**config.mk**
```make
export PLATFORM = sky130hd
export DESIGN_NAME = ifg_sqrt
export DESIGN_NICKNAME = d
export VERILOG_FILES = /design/src/rtl/ifg_pkg.sv /design/src/rtl/ifg_sqrt.sv
export SDC_FILE = /design/constraint.sdc
export NUM_CORES = 1
export LEC_CHECK = 0
export BUFFER_PORTS_ARGS = -buffer_cell sky130_fd_sc_hd__buf_4
export CAP_MARGIN = 10
export CORE_MARGIN = 2
export CORE_UTILIZATION = 39
export CTS_CLUSTER_DIAMETER = 30
export CTS_CLUSTER_SIZE = 12
export DETAILED_ROUTE_END_ITERATION = 8
export GPL_TIMING_DRIVEN = 1
export PLACE_DENSITY = 0.56
export SLEW_MARGIN = 20
export SYNTH_ARGS = -nofsm -noshare
export SYNTH_HDL_FRONTEND = slang
export SYNTH_SLANG_ARGS = --single-unit
export TNS_END_PERCENT = 100
```
**constraint.sdc**
```tcl
create_clock -name clk -period 3.14 [get_ports clk]
set_input_delay 0.628 -clock clk [delete_from_list [all_inputs] [get_ports clk]]
set_output_delay 0.628 -clock clk [all_outputs]
set_load 0.005 [all_outputs]
```
**src/rtl/ifg_pkg.sv**
```systemverilog
`default_nettype none
// ----------------------------------------------------------------------------
// ifg_pkg
// Shared constants for the interferogram pixel pipeline.
// ----------------------------------------------------------------------------
package ifg_pkg;

	// width of one I or Q part of a radar sample
	localparam int unsigned SAMPLE_BITS_DEF = 16;

endpackage : ifg_pkg
`default_nettype wire

```
**src/rtl/ifg_sqrt.sv**
```systemverilog
`default_nettype none
// ----------------------------------------------------------------------------
// ifg_sqrt
// Pipelined integer square root, one root bit per register stage. Takes a
// 2*SAMPLE_BITS-bit radicand every cycle and gives floor(sqrt) from the
// last stage.
// ----------------------------------------------------------------------------
module ifg_sqrt #(
	parameter int unsigned SAMPLE_BITS = ifg_pkg::SAMPLE_BITS_DEF
) (
	input  wire logic                       clk,
	input  wire logic [2*SAMPLE_BITS-1:0]   rad,
	output logic      [SAMPLE_BITS-1:0]     root
);
	import ifg_pkg::*;

	localparam int unsigned RW = 2 * SAMPLE_BITS;
	localparam int unsigned W  = SAMPLE_BITS + 2;

	// partial remainder, root so far and unconsumed radicand bits per stage
	logic [W-1:0]           rem_s  [SAMPLE_BITS-1];
	logic [RW-1:0]          rad_s  [SAMPLE_BITS-1];
	logic [SAMPLE_BITS-1:0] root_s [SAMPLE_BITS];

	for (genvar k = 0; k < SAMPLE_BITS; k++) begin : g_stage
		logic [W-1:0]           rem_in;
		logic [W-1:0]           rem_sh;
		logic [W-1:0]           trial;
		logic [SAMPLE_BITS-1:0] root_in;
		logic [RW-1:0]          rad_in;
		logic                   ge;

		if (k == 0) begin : g_first
			assign rem_in  = '0;
			assign root_in = '0;
			assign rad_in  = rad;
		end else begin : g_next
			assign rem_in  = rem_s[k-1];
			assign root_in = root_s[k-1];
			assign rad_in  = rad_s[k-1];
		end

		// bring down the next two radicand bits, try root*4+1
		assign rem_sh = {rem_in[W-3:0], rad_in[RW-1:RW-2]};
		assign trial  = {root_in, 2'b01};
		assign ge     = (rem_sh >= trial);

		always_ff @(posedge clk) begin
			root_s[k] <= {root_in[SAMPLE_BITS-2:0], ge};
		end

		if (k < SAMPLE_BITS - 1) begin : g_carry
			always_ff @(posedge clk) begin
				rem_s[k] <= ge ? (rem_sh - trial) : rem_sh;
				rad_s[k] <= {rad_in[RW-3:0], 2'b00};
			end
		end
	end

	assign root = root_s[SAMPLE_BITS-1];

endmodule : ifg_sqrt
`default_nettype wire

```
==> out/summary.txt <==
Vias per cell: 4.76
Post-synthesis sequential area ratio: 54.6%
Max-slew violations: 0
Overall global routing resource usage: 14.6%
GP Congestion: 0.835
Largest area contributor in the netlist: dfxtp_1
Final nets: 2,383
Post-Synthesis Cell Area: 0.0220 sq mm
Synth cell count leaders: 600 x dfxtp_1, 182 x inv_1, 152 x ha_1, 120 x nor2_1, 105 x a21oi_1
Chip height: 242 microns
Status: complete, no violations
Post-DP HPWL: 31,600 microns
Cell internal pwr: 19.3 mW
Gate power share: 19.3%
Worst IR Drop VDD: 0.451 mV
Initial Utilization: 39.2%
Final Hold Viols: 0
Final Cell Area: 0.0271 sq mm
CTS Hold Bufs: 0
Worst Slack Setup Final: 0.418 ns
Total CTS buffers: 109
Routed len/inst: 13.8 microns
Gate Count Post-Synth: 2,057
Switching pwr: 7.48 mW
Clk sinks: 600
Tcrit/Tclk final: 86.7%
# Max-Cap Violations: 0
Clock Tree Buf Depth: 3
Unrepaired setup endpoints after global routing: false
First-pass GRT wire length: 70,400 microns
Root buf cell: clkbuf_16
Tot Pwr: 26.8 mW
Die area: 0.0583 sq mm
PostCTS Resize Cnt: 0
Hold depth: 1
Dpl cell area: 0.0232 sq mm
Area grow syn2layout: 23.0%
Ant diodes: 0
Setup TNS: 0 ns
Max Fclk: 0.367 GHz
Clk pwr share: 43.4%
DRT Pass-1 Iters: 5
Register area: 0.0120 sq mm
WL final: 42,100 microns
Via count: 14.5k
Yosys warnings: 0
R2R depth: 8
Worst slew pin tran: 0.879 ns
Critical Path Start Type: flop
Top-area cell type share of the netlist area: 54.6%
Dpl cells: 2,843
Row cnt: 87
Synth unique cells: 81
Avg Inst Size Synth: 10.7 sq um
Area contributors post-synth: dfxtp_1 55%, ha_1 8.6%, xnor2_1 3.7%
IO Port Bufs: 48
Seq pwr share: 37.2%
Sw Share: 27.9%
Clock transition at path regs: 0.05 ns
Yosys reg bits: 600
Worst slew margin: 41.0%
GRT overflow: 0
Setup Viol. Count Final: 0
Number of synthesized flops with an enable pin: 0
Worst Setup End Kind: flop
Top_reg_cell synth: dfxtp_1
Setup CP Type: reg2reg
# IOs: 49
Post-CTS Setup Repair Bufs: 0
Depth of the CTS H-tree: 3
Area taken by multi-input logic gates: 0.00910 sq mm
Largest net degree at the start of global routing: 21
Iter 0 DRT Violations: 670
Final Critical Period: 2.72 ns
Pwr dens: 992 mW/mm^2
WP data required: 3.66 ns
LEAKAGE: 12.7 nW
Initial antenna violation count: 0
CTS tree: done
Post-DRT Antenna Nets: 0
Pre-CTS WS: 0.284 ns
Die Wd: 242 microns
Clk_lat worst skew: 0.64 ns
Most frequent cell after synthesis: dfxtp_1
Syn nets: 2,242
DR DRC count: 0
Worst hold-check path type: in2reg
Fill cells: 5,113
Core area: 0.0561 sq mm
Worst Path Arrival: 3.24 ns
Worst Path Max Fanout: 15
Layout Utilization: 48.3%
Vias in the first global route: 14.5k
Post-synthesis async set-or-reset flop share: 0%
Clk_skew: 0.0281 ns
Post-Layout Cell Count: 3,045
Min Hold Slack: 0.0789 ns
Share of cells above drive strength 1: 14.7%
-- registers in the layout, indices dropped and copies added, names as in the netlist --
register,count
rad_s,240
rem_s,224
root_s,136
-- metal layers --
metal,GRT usage [%],routed length [microns],vias to the layer above
li1,-,-,7435
met1,19.6,20300,6667
met2,22.8,18600,293
met3,3.12,2090,87
met4,6.16,1090,0
met5,0,0,-
-- cell type report --
class / count / share of cell area (%)
flip-flops and latches: 600 / 44.4
inverters: 186 / 2.58
repair buffers: 63 / 1.75
well taps: 756 / 3.50
clock buffers: 141 / 11.2
clock inverters: 61 / 2.91
multi-input cells: 1238 / 33.6
-- power by group through the flow --
| stage | Sequential [mW] | Combinational (mW) | Clock [mW] |
|---|---|---|---|
| finish | 9.99 | 5.19 | 11.6 |
| global route | 10.2 | 5.83 | 12.4 |
| CTS | 10.0 | 5.21 | 11.9 |
| detailed placement | 10.2 | 5.18 | 0 |
| global placement | 10.2 | 5.11 | 0 |
| floorplan | 9.80 | 4.22 | 0 |
-- layout by cell type, fill, tap and decap left out, types with 16 or more instances in the layout --
cell type and n:
nand4_1 23, o21ai_0 71, buf_4 63, xor2_1 65, a21o_1 32, o21a_1 31, clkbuf_8 19, ha_1 152
a21oi_1 105, mux2_2 48, nor3_1 61, nor2_1 120, nor2b_1 16, o31ai_1 19, xnor2_1 92, nand2b_1 26
o211ai_1 18, nand3_1 38, or3_1 20, nand2_1 84, dfxtp_1 600, clkbuf_16 109, inv_1 182
-- worst max-delay path: stages (launching register included) --
cell,delay (ns)
dfxtp_1,0.35
inv_1,0.06
ha_1,0.34
nor2b_1,0.17
o31a_1,0.27
o21bai_1,0.24
a211o_1,0.37
and2_2,0.43
mux2_2,0.38
-- path summary, 6_finish.rpt --
path / startpoint / endpoint / slack [ns]
max: root_s[11][0]$_DFF_P_ / rem_s[1][81]$_DFF_P_ / 0.42
min: rad[8] / rad_s[0][8]$_DFF_P_ / 0.08
max reg2reg: root_s[11][0]$_DFF_P_ / rem_s[1][81]$_DFF_P_ / 0.42
min reg2reg: rad_s[1][117]$_DFF_P_ / rad_s[1][149]$_DFF_P_ / 0.30
-- kinds of logic after synthesis --
kind of cell | after synthesis | share of synthesized area, %
fa+ha+maj | 152 | 8.64
flops | 600 | 54.6
buf+inv | 219 | 4.05
xor+xnor | 157 | 6.25
simple gates | 487 | 11.7
other cells | 1 | 0.0170
mux | 67 | 3.55
compound gates | 374 | 11.2
Power figures use the tool's default switching activity.
